`config.mk`:
```
export PLATFORM = sky130hd
export DESIGN_NAME = bitmap_slot_allocator
export DESIGN_NICKNAME = d
export VERILOG_FILES = /design/src/design/bsa_pkg.sv /design/src/design/bitmap_slot_allocator.sv /design/src/design/bsa_ram.sv /design/src/design/bsa_ctrl.sv /design/src/design/bsa_dpath.sv
export SDC_FILE = /design/constraint.sdc
export NUM_CORES = 2
export LEC_CHECK = 0
export BUFFER_PORTS_ARGS = -buffer_cell sky130_fd_sc_hd__clkbuf_2
export CAP_MARGIN = 20
export CORE_MARGIN = 1
export CORE_UTILIZATION = 43
export CTS_CLUSTER_SIZE = 30
export DETAILED_ROUTE_END_ITERATION = 10
export GPL_ROUTABILITY_DRIVEN = 0
export PLACE_DENSITY = 0.67
export SLEW_MARGIN = 20
export SYNTH_ARGS = -nofsm -noshare
export SYNTH_HDL_FRONTEND = slang
export SYNTH_SLANG_ARGS = --single-unit
export TNS_END_PERCENT = 100
```
`constraint.sdc`:
```
create_clock -name clk -period 9.6 [get_ports clk]
set_clock_uncertainty 0.05 [all_clocks]
set_input_delay 2.88 -clock clk [delete_from_list [all_inputs] [get_ports clk]]
set_output_delay 2.88 -clock clk [all_outputs]
set_load 0.02 [all_outputs]
```
`src/design/bsa_pkg.sv`:
```
// ---------------------------------------------------------------------------
// bsa_pkg
// Types and constants of the bitmap slot allocator.
// ---------------------------------------------------------------------------
`default_nettype none

package bsa_pkg;

  localparam int SEGMENTS     = 8;
  localparam int WORD_BITS    = 32;
  localparam int SEG_W        = 3;
  localparam int SLOT_W       = 5;
  localparam int POOL_W       = 2;
  localparam int STATUS_W     = 2;
  localparam int OFFSET_W     = 22;
  localparam int STRIDE_W     = 7;
  localparam int INCR_W       = 9;
  localparam int CFG_W        = 9;
  localparam int CFG_IDX_W    = 2;
  localparam int IDX_W        = SEG_W + SLOT_W;
  localparam int PROD_W       = IDX_W + STRIDE_W;
  localparam int FULL_PROD_W  = PROD_W + INCR_W;

  // request operations
  localparam logic FN_ACQUIRE = 1'b0;
  localparam logic FN_RELEASE = 1'b1;

  // result status codes
  localparam logic [STATUS_W-1:0] ST_GRANT   = 2'd0;
  localparam logic [STATUS_W-1:0] ST_RELEASE = 2'd1;
  localparam logic [STATUS_W-1:0] ST_FULL    = 2'd2;

  // configuration register indexes
  localparam logic [CFG_IDX_W-1:0] CFG_BUF_STRIDE = 2'd0;
  localparam logic [CFG_IDX_W-1:0] CFG_SMP_STRIDE = 2'd1;
  localparam logic [CFG_IDX_W-1:0] CFG_BUF_INCR   = 2'd2;
  localparam logic [CFG_IDX_W-1:0] CFG_SMP_INCR   = 2'd3;

  typedef struct packed {
    logic              func;
    logic [POOL_W-1:0] release_pool;
    logic [SEG_W-1:0]  release_segment;
    logic [SLOT_W-1:0] release_slot;
  } bsa_req_t;

  typedef struct packed {
    logic [STATUS_W-1:0] status;
    logic [POOL_W-1:0]   pool;
    logic [SEG_W-1:0]    segment;
    logic [SLOT_W-1:0]   slot;
    logic [OFFSET_W-1:0] buffer_offset;
    logic [OFFSET_W-1:0] sampler_offset;
  } bsa_rsp_t;

  // controller to datapath commands
  typedef struct packed {
    logic capture;
    logic lookup;
    logic modify;
    logic finish;
  } bsa_cmd_t;

endpackage

`default_nettype wire

```
`src/design/bitmap_slot_allocator.sv`:
```
// ---------------------------------------------------------------------------
// bitmap_slot_allocator
// First-free slot allocator over descriptor pool occupancy bitmaps.
// ---------------------------------------------------------------------------
// Usage:
//   Requests enter on in_valid/in_stall with in_data (func, release_pool,
//   release_segment, release_slot); a request is taken at a clock edge with
//   in_valid high and in_stall low. Every request yields exactly one result
//   on out_valid/out_stall with out_data (status, pool, segment, slot and the
//   two heap byte offsets).
//   The result passes the lookup, the read-modify-write of the bitmap word
//   and the second offset multiply before it is registered.
//   One request is in flight at a time, set by the bitmap RAM's
//   read-modify-write and the two-stage offset multipliers; in_stall stays
//   high while a request is in flight.
//   A result waiting in the output register does not block the next request;
//   only the final step holds while out_stall keeps the previous result.
//   Reset (rst_n low, synchronous): all slots free, one pool open, default
//   strides and increments. Per-word valid bits stand in for a RAM clear, so
//   no clearing pass runs and requests are taken right after reset.
//   Configuration writes (cfg_wr_en, cfg_index, cfg_wdata) must go in only
//   while the block is idle; the block itself does not enforce this.
// ---------------------------------------------------------------------------
`default_nettype none

module bitmap_slot_allocator #(
  parameter int MAX_POOLS = 4
) (
  input  wire logic                          clk,
  input  wire logic                          rst_n,
  input  wire logic                          in_valid,
  output logic                               in_stall,
  input  wire bsa_pkg::bsa_req_t             in_data,
  output logic                               out_valid,
  input  wire logic                          out_stall,
  output bsa_pkg::bsa_rsp_t                  out_data,
  input  wire logic                          cfg_wr_en,
  input  wire logic [bsa_pkg::CFG_IDX_W-1:0] cfg_index,
  input  wire logic [bsa_pkg::CFG_W-1:0]     cfg_wdata
);
  import bsa_pkg::*;

  bsa_cmd_t cmd;

  // sequence each request through lookup, update and finish
  bsa_ctrl u_ctrl (
    .clk       (clk),
    .rst_n     (rst_n),
    .in_valid  (in_valid),
    .in_stall  (in_stall),
    .out_valid (out_valid),
    .out_stall (out_stall),
    .cmd       (cmd)
  );

  // hold bitmaps, search for a free word, compute the heap offsets
  bsa_dpath #(
    .MAX_POOLS (MAX_POOLS)
  ) u_dpath (
    .clk       (clk),
    .rst_n     (rst_n),
    .cmd       (cmd),
    .in_data   (in_data),
    .cfg_wr_en (cfg_wr_en),
    .cfg_index (cfg_index),
    .cfg_wdata (cfg_wdata),
    .out_data  (out_data)
  );

endmodule

`default_nettype wire

```
`src/design/bsa_ram.sv`:
```
// ---------------------------------------------------------------------------
// bsa_ram
// Generic single-write, single-read RAM with registered read data.
// ---------------------------------------------------------------------------
`default_nettype none

module bsa_ram #(
  parameter int WIDTH = 32,
  parameter int DEPTH = 32
) (
  input  wire logic                     clk,
  input  wire logic                     we,
  input  wire logic [$clog2(DEPTH)-1:0] waddr,
  input  wire logic [WIDTH-1:0]         wdata,
  input  wire logic [$clog2(DEPTH)-1:0] raddr,
  output logic      [WIDTH-1:0]         rdata
);

  logic [WIDTH-1:0] mem [DEPTH];

  always_ff @(posedge clk) begin
    if (we) begin
      mem[waddr] <= wdata;
    end
    rdata <= mem[raddr];
  end

endmodule

`default_nettype wire

```
`src/design/bsa_ctrl.sv`:
```
// ---------------------------------------------------------------------------
// bsa_ctrl
// Request sequencer: capture, word lookup, read-modify-write, offset finish.
// ---------------------------------------------------------------------------
`default_nettype none

module bsa_ctrl (
  input  wire logic              clk,
  input  wire logic              rst_n,
  input  wire logic              in_valid,
  output logic                   in_stall,
  output logic                   out_valid,
  input  wire logic              out_stall,
  output bsa_pkg::bsa_cmd_t      cmd
);
  import bsa_pkg::*;

  typedef enum logic [1:0] {
    S_IDLE,
    S_LOOK,
    S_MOD,
    S_MUL
  } state_t;

  state_t state_r, state_nxt;
  logic   out_valid_r, out_valid_nxt;
  logic   out_free;

  assign out_free    = !out_valid_r || !out_stall;
  assign in_stall    = (state_r != S_IDLE);
  assign out_valid   = out_valid_r;

  assign cmd.capture = (state_r == S_IDLE) && in_valid;
  assign cmd.lookup  = (state_r == S_LOOK);
  assign cmd.modify  = (state_r == S_MOD);
  assign cmd.finish  = (state_r == S_MUL) && out_free;

  always_comb begin
    state_nxt     = state_r;
    out_valid_nxt = out_valid_r && out_stall;
    case (state_r)
      S_IDLE: begin
        if (in_valid) begin
          state_nxt = S_LOOK;
        end
      end
      S_LOOK:  state_nxt = S_MOD;
      S_MOD:   state_nxt = S_MUL;
      S_MUL: begin
        if (out_free) begin
          state_nxt     = S_IDLE;
          out_valid_nxt = 1'b1;
        end
      end
      default: state_nxt = S_IDLE;
    endcase
  end

  always_ff @(posedge clk) begin
    if (!rst_n) begin
      state_r     <= S_IDLE;
      out_valid_r <= 1'b0;
    end else begin
      state_r     <= state_nxt;
      out_valid_r <= out_valid_nxt;
    end
  end

endmodule

`default_nettype wire

```
`src/design/bsa_dpath.sv`:
```
// ---------------------------------------------------------------------------
// bsa_dpath
// Occupancy storage, free-word search, bit update and offset multipliers.
// ---------------------------------------------------------------------------
`default_nettype none

module bsa_dpath #(
  parameter int MAX_POOLS = 4
) (
  input  wire logic                             clk,
  input  wire logic                             rst_n,
  input  wire bsa_pkg::bsa_cmd_t                cmd,
  input  wire bsa_pkg::bsa_req_t                in_data,
  input  wire logic                             cfg_wr_en,
  input  wire logic [bsa_pkg::CFG_IDX_W-1:0]    cfg_index,
  input  wire logic [bsa_pkg::CFG_W-1:0]        cfg_wdata,
  output bsa_pkg::bsa_rsp_t                     out_data
);
  import bsa_pkg::*;

  localparam int WORDS  = MAX_POOLS * SEGMENTS;
  localparam int AW     = $clog2(WORDS);
  localparam int OPEN_W = $clog2(MAX_POOLS + 1);

  // configuration
  logic [STRIDE_W-1:0] buf_stride_r, smp_stride_r;
  logic [INCR_W-1:0]   buf_incr_r, smp_incr_r;

  // request and per-word state
  bsa_req_t          req_r;
  logic [AW-1:0]     addr_r;
  logic              hit_r;
  logic              rd_valid_r;
  logic [WORDS-1:0]  valid_r;
  logic [WORDS-1:0]  full_r;
  logic [OPEN_W-1:0] open_r;

  // result staging
  logic [STATUS_W-1:0] status_r;
  logic [POOL_W-1:0]   pool_r;
  logic [SEG_W-1:0]    seg_r;
  logic [SLOT_W-1:0]   slot_r;
  logic [PROD_W-1:0]   prod_b_r, prod_s_r;
  bsa_rsp_t            out_r;

  // lookup
  logic [OPEN_W-1:0] limit;
  logic              free_hit;
  logic [AW-1:0]     free_addr;
  logic              rel_ok;
  logic              look_hit;
  logic [AW-1:0]     look_addr;

  // modify
  logic [WORD_BITS-1:0] ram_q;
  logic [WORD_BITS-1:0] word;
  logic [WORD_BITS-1:0] mask;
  logic [WORD_BITS-1:0] wdata;
  logic [SLOT_W-1:0]    clear_pos;
  logic [SLOT_W-1:0]    bit_pos;
  logic                 is_release;
  logic                 grant;
  logic                 ram_we;
  logic [SEG_W-1:0]     seg_sel;
  logic [POOL_W-1:0]    pool_sel;
  logic [IDX_W-1:0]     idx;

  // Open pools plus the next one to open take part in the search; the
  // next pool's words are still all free, so its first slot wins there.
  always_comb begin
    limit     = (open_r < OPEN_W'(MAX_POOLS)) ? open_r + 1'b1 : open_r;
    free_hit  = 1'b0;
    free_addr = '0;
    for (int i = WORDS - 1; i >= 0; i--) begin
      if ((i / SEGMENTS) < int'(limit) && !full_r[i]) begin
        free_hit  = 1'b1;
        free_addr = AW'(i);
      end
    end
    rel_ok = int'(req_r.release_pool) < MAX_POOLS;
    if (req_r.func == FN_RELEASE) begin
      look_hit  = rel_ok;
      look_addr = rel_ok ? AW'({req_r.release_pool, req_r.release_segment}) : '0;
    end else begin
      look_hit  = free_hit;
      look_addr = free_addr;
    end
  end

  bsa_ram #(
    .WIDTH (WORD_BITS),
    .DEPTH (WORDS)
  ) u_ram (
    .clk   (clk),
    .we    (ram_we),
    .waddr (addr_r),
    .wdata (wdata),
    .raddr (look_addr),
    .rdata (ram_q)
  );

  always_comb begin
    word       = rd_valid_r ? ram_q : '0;
    clear_pos  = '0;
    for (int i = WORD_BITS - 1; i >= 0; i--) begin
      if (!word[i]) begin
        clear_pos = SLOT_W'(i);
      end
    end
    is_release = (req_r.func == FN_RELEASE);
    bit_pos    = is_release ? req_r.release_slot : clear_pos;
    mask       = WORD_BITS'(1) << bit_pos;
    wdata      = is_release ? (word & ~mask) : (word | mask);
    ram_we     = cmd.modify && hit_r;
    grant      = !is_release && hit_r;
    seg_sel    = addr_r[SEG_W-1:0];
    pool_sel   = POOL_W'(addr_r >> SEG_W);
    idx        = grant ? {seg_sel, clear_pos} : '0;
  end

  always_ff @(posedge clk) begin
    if (!rst_n) begin
      buf_stride_r <= STRIDE_W'(16);
      smp_stride_r <= STRIDE_W'(8);
      buf_incr_r   <= INCR_W'(32);
      smp_incr_r   <= INCR_W'(32);
      valid_r      <= '0;
      full_r       <= '0;
      open_r       <= OPEN_W'(1);
    end else begin
      if (cfg_wr_en) begin
        case (cfg_index)
          CFG_BUF_STRIDE: buf_stride_r <= cfg_wdata[STRIDE_W-1:0];
          CFG_SMP_STRIDE: smp_stride_r <= cfg_wdata[STRIDE_W-1:0];
          CFG_BUF_INCR:   buf_incr_r   <= cfg_wdata[INCR_W-1:0];
          CFG_SMP_INCR:   smp_incr_r   <= cfg_wdata[INCR_W-1:0];
          default: ;
        endcase
      end
      if (ram_we) begin
        valid_r[addr_r] <= 1'b1;
        full_r[addr_r]  <= &wdata;
      end
      if (cmd.modify && grant && int'(pool_sel) == int'(open_r)) begin
        open_r <= open_r + 1'b1;
      end
    end
  end

  always_ff @(posedge clk) begin
    if (cmd.capture) begin
      req_r <= in_data;
    end
    if (cmd.lookup) begin
      addr_r     <= look_addr;
      hit_r      <= look_hit;
      rd_valid_r <= valid_r[look_addr];
    end
    if (cmd.modify) begin
      status_r <= is_release ? ST_RELEASE : (hit_r ? ST_GRANT : ST_FULL);
      pool_r   <= grant ? pool_sel : '0;
      seg_r    <= grant ? seg_sel : '0;
      slot_r   <= grant ? clear_pos : '0;
      prod_b_r <= PROD_W'(idx) * PROD_W'(buf_stride_r);
      prod_s_r <= PROD_W'(idx) * PROD_W'(smp_stride_r);
    end
    if (cmd.finish) begin
      out_r.status         <= status_r;
      out_r.pool           <= pool_r;
      out_r.segment        <= seg_r;
      out_r.slot           <= slot_r;
      out_r.buffer_offset  <= OFFSET_W'(FULL_PROD_W'(prod_b_r) * FULL_PROD_W'(buf_incr_r));
      out_r.sampler_offset <= OFFSET_W'(FULL_PROD_W'(prod_s_r) * FULL_PROD_W'(smp_incr_r));
    end
  end

  assign out_data = out_r;

endmodule

`default_nettype wire

```
==> run metrics <==
outcome complete, no violations; final instance area about 68000 um2; post-layout util 48.3%; Worst Path Max Fanout 22; CTS Hold Bufs 0; worst min path class flop to flop; Clock Pin Slew Worst Setup and Hold Paths 0.06 ns; post-DP HPWL between 90000 and 100000 um; Final Cycle Share 72.7%; area delta synth->final 11.2%; Net Count, Synth 4891; DRT Wirelength ~170000 um; drt first pass iters 6; vias in the first global route roughly 38000; initial core utilization roughly 43%; Sink Count 1274; final std cells w/o fill approximately 6500; clk_lat worst skew ~0.78 ns; Yosys reg bits 1274; Leakage between 20 and 25 nW; placed cell count approximately 6300; number of synthesized flops with an enable pin approximately 1100; worst vdd ir roughly 0.16 mV; final net count about 4900; Row Count between 100 and 150; Overflow after GRT 0; Setup Fix Bufs, Post-CTS 0; Peak Freq between 0.1 and 0.15 GHz; routed vias a little under 40000; Die X 380 um; CTS tree done; CORE AREA 142000 um2; htree depth 4; Tightest Pin Transition roughly 1.1 ns; DRC violations left 0; layout cells sized above 1 around 16%; post-synthesis sequential area ratio between 60% and 70%; number of fill cells in the layout 12200; distinct cell type count after synthesis 87; Longest Clk Path Bufs 3; All-Layer GR Usage about 23%; crit end category flop; CP startpoint kind flop; post-route ant nets 0; setup TNS 0 ns; slowest CP cell edfxtp_1; RSZ-0062 raised after global routing no; worst endpoint required time 10.04 ns; WL/cell approximately 26 um; I/O Pins 85; Final Max Slew Viols 0; Rel. slew slack between 20% and 30%; Mapped Area approximately 61000 um2; PnR Total Power approximately 16 mW; post-CTS resize count 0; Die ar. 144000 um2; asr flop ratio synth 0%; chip height between 300 and 400 um; Avg Cell Area, Syn around 14 um2; Power Density 240 nW/um2; Yosys warning total 0; first-pass GRT wire length around 250000 um; root buf cell clkbuf_16; main flop type after synthesis edfxtp_1; initial antenna violation count 6; WS Path Type flop to flop; number of CTS-inserted buffers ~130; Arr. time, crit path between 7 and 8 ns; Synth Instances 4477; maxcap violations 0; Fin. Hold Viols 0; Tmin final 6.98 ns; vias per cell ~6; crit-path max cell delay between 0.9 and 1 ns; final number of setup-violating endpoints 0; critical-path cell list nand2_1 -> a311o_1 -> o21ai_2 -> a211o_1 -> nand2_1 -> nor2_2 -> nand2_1 -> fa_1 -> fa_1 -> inv_1 -> fa_1 -> inv_1 -> fa_1 -> inv_1 -> ha_1 -> inv_1 -> o21bai_1 -> a21oi_1 -> o21bai_1 -> a21oi_1 -> nor2b_1 -> o21a_1 -> o41a_1 -> xnor2_1; DP Area roughly 64000 um2; Port Buffer Count 84; largest net degree at the start of global routing 130; 1st-iter DRT viols ~4600
kinds of logic (layout without fill, tap and decap cells):
logic type	count (synthesis)	in the layout	share of synthesized area [%]
adders and majority gates	387	387	10.8
AOI/OAI and AO/OA	830	830	10.7
buffers and inverters	609	751	3.80
xor gates and xnor gates	63	63	0.898
muxes	325	325	5.84
DFF	1274	1274	60.1
and+or+nand+nor	989	989	7.81
other	0	2	0
worst paths after layout:
kind | from | endpoint | slack, ns | depth (start not counted)
min reg2reg | u_dpath.slot_r[0]$_SDFFCE_PN0P_ | u_dpath.out_data[44]$_DFFE_PP_ | 0.37 | 0
min | u_dpath.slot_r[0]$_SDFFCE_PN0P_ | u_dpath.out_data[44]$_DFFE_PP_ | 0.37 | 0
max | u_dpath.rd_valid_r$_DFFE_PN_ | u_dpath.prod_b_r[14]$_DFFE_PP_ | 2.62 | 24
max reg2reg | u_dpath.rd_valid_r$_DFFE_PN_ | u_dpath.prod_b_r[14]$_DFFE_PP_ | 2.62 | 24
placed cells by master, fill, tap and decap left out, types with 83 or more instances in the layout:
cell	n
mux2_2	265
clkbuf_2	83
and2_1	154
dfxtp_1	134
inv_1	305
ha_1	146
fa_1	240
nand2_1	454
buf_4	87
a21oi_1	154
edfxtp_1	1140
clkbuf_16	132
o221ai_1	265
per-stage QoR:
step | hold slack (ns) | setup WS, ns
floorplan | 0.350 | 2.05
CTS | 0.368 | 2.46
finish | 0.368 | 2.62
global placement | 0.354 | 2.62
global route | 0.384 | 2.35
detailed placement | 0.355 | 2.49
worst max-delay path: cells and delay by family (launching register included):
kind	cells	cell delay (ns)
XOR/XNOR	1	0.13
flip-flops	1	0.91
adder cells (fa/ha/maj)	5	2.26
buffers and inverters	4	0.21
AO/OA/AOI/OAI	9	1.87
AND/OR/NAND/NOR	5	1.26
power breakdown:
part	switching [mW]	total, mW	leakage (nW)	internal (mW)
clock	2.22	4.94	1.99	2.73
combinational	2.93	4.21	10.6	1.28
sequential	0.293	7.26	11.5	6.97
cell usage after synthesis, drive strengths merged (6+ instances only):
cell       n  area (um2)
xnor2     57         499
nand2b    12        75.1
mux2i     59         591
and3      49         307
a21boi    26         195
or2        8        50.1
a21oi    158         795
nor2      69         259
a221oi    66         578
ha       147        1840
a311oi    33         289
fa       240        4800
a31oi     11        75.1
nor3      63         320
o41ai      6        52.6
nor3b      7        57.6
a2111o    34         383
a211oi     8        65.1
o21a      40         300
o21ai     51         267
o21bai    13        97.6
or3       10        62.6
a21o       8        60.1
nand4     51         334
buf       41         203
mux2     266        3000
nand2    458        1720
o211ai    17         128
nand3     64         330
nor2b     31         194
and2     156         980
o31ai     47         503
o221ai   265        2320
edfxtp  1140       34200
dfxtp    134        2680
xor2       6        52.6
inv      340        1280
clkbuf   228         856
layout make-up:
type | count | area, um2 | area share (%)
Sequential cell | 1274 | 36900 | 54.0
Multi-Input combinational cell | 2594 | 22400 | 32.8
Clock buffer | 180 | 3530 | 5.17
Tap cell | 1890 | 2360 | 3.46
Inverter | 340 | 1300 | 1.90
Timing Repair Buffer | 177 | 1170 | 1.71
Clock inverter | 54 | 602 | 0.881
Antenna cell | 2 | 5.00 | 0.00733
registers in the layout, indices dropped and copies added, names as in the netlist, 7 cells and up:
signal                count
u_dpath.valid_r          32
u_dpath.buf_incr_r        9
u_dpath.u_ram.rdata      32
u_dpath.u_ram.mem      1024
u_dpath.req_r            10
u_dpath.smp_incr_r        9
u_dpath.prod_b_r         15
u_dpath.full_r           32
u_dpath.smp_stride_r      7
u_dpath.out_data         56
u_dpath.prod_s_r         15
u_dpath.buf_stride_r      7
layer usage:
| metal | routed length, um | global-route usage, % |
|---|---|---|
| met1 | 68000 | 31.2 |
| met4 | 6450 | 8.78 |
| met5 | 28 | 0 |
| met3 | 16000 | 4.54 |
| met2 | 75700 | 35.5 |
No activity file was read; power rests on OpenSTA's default activity.
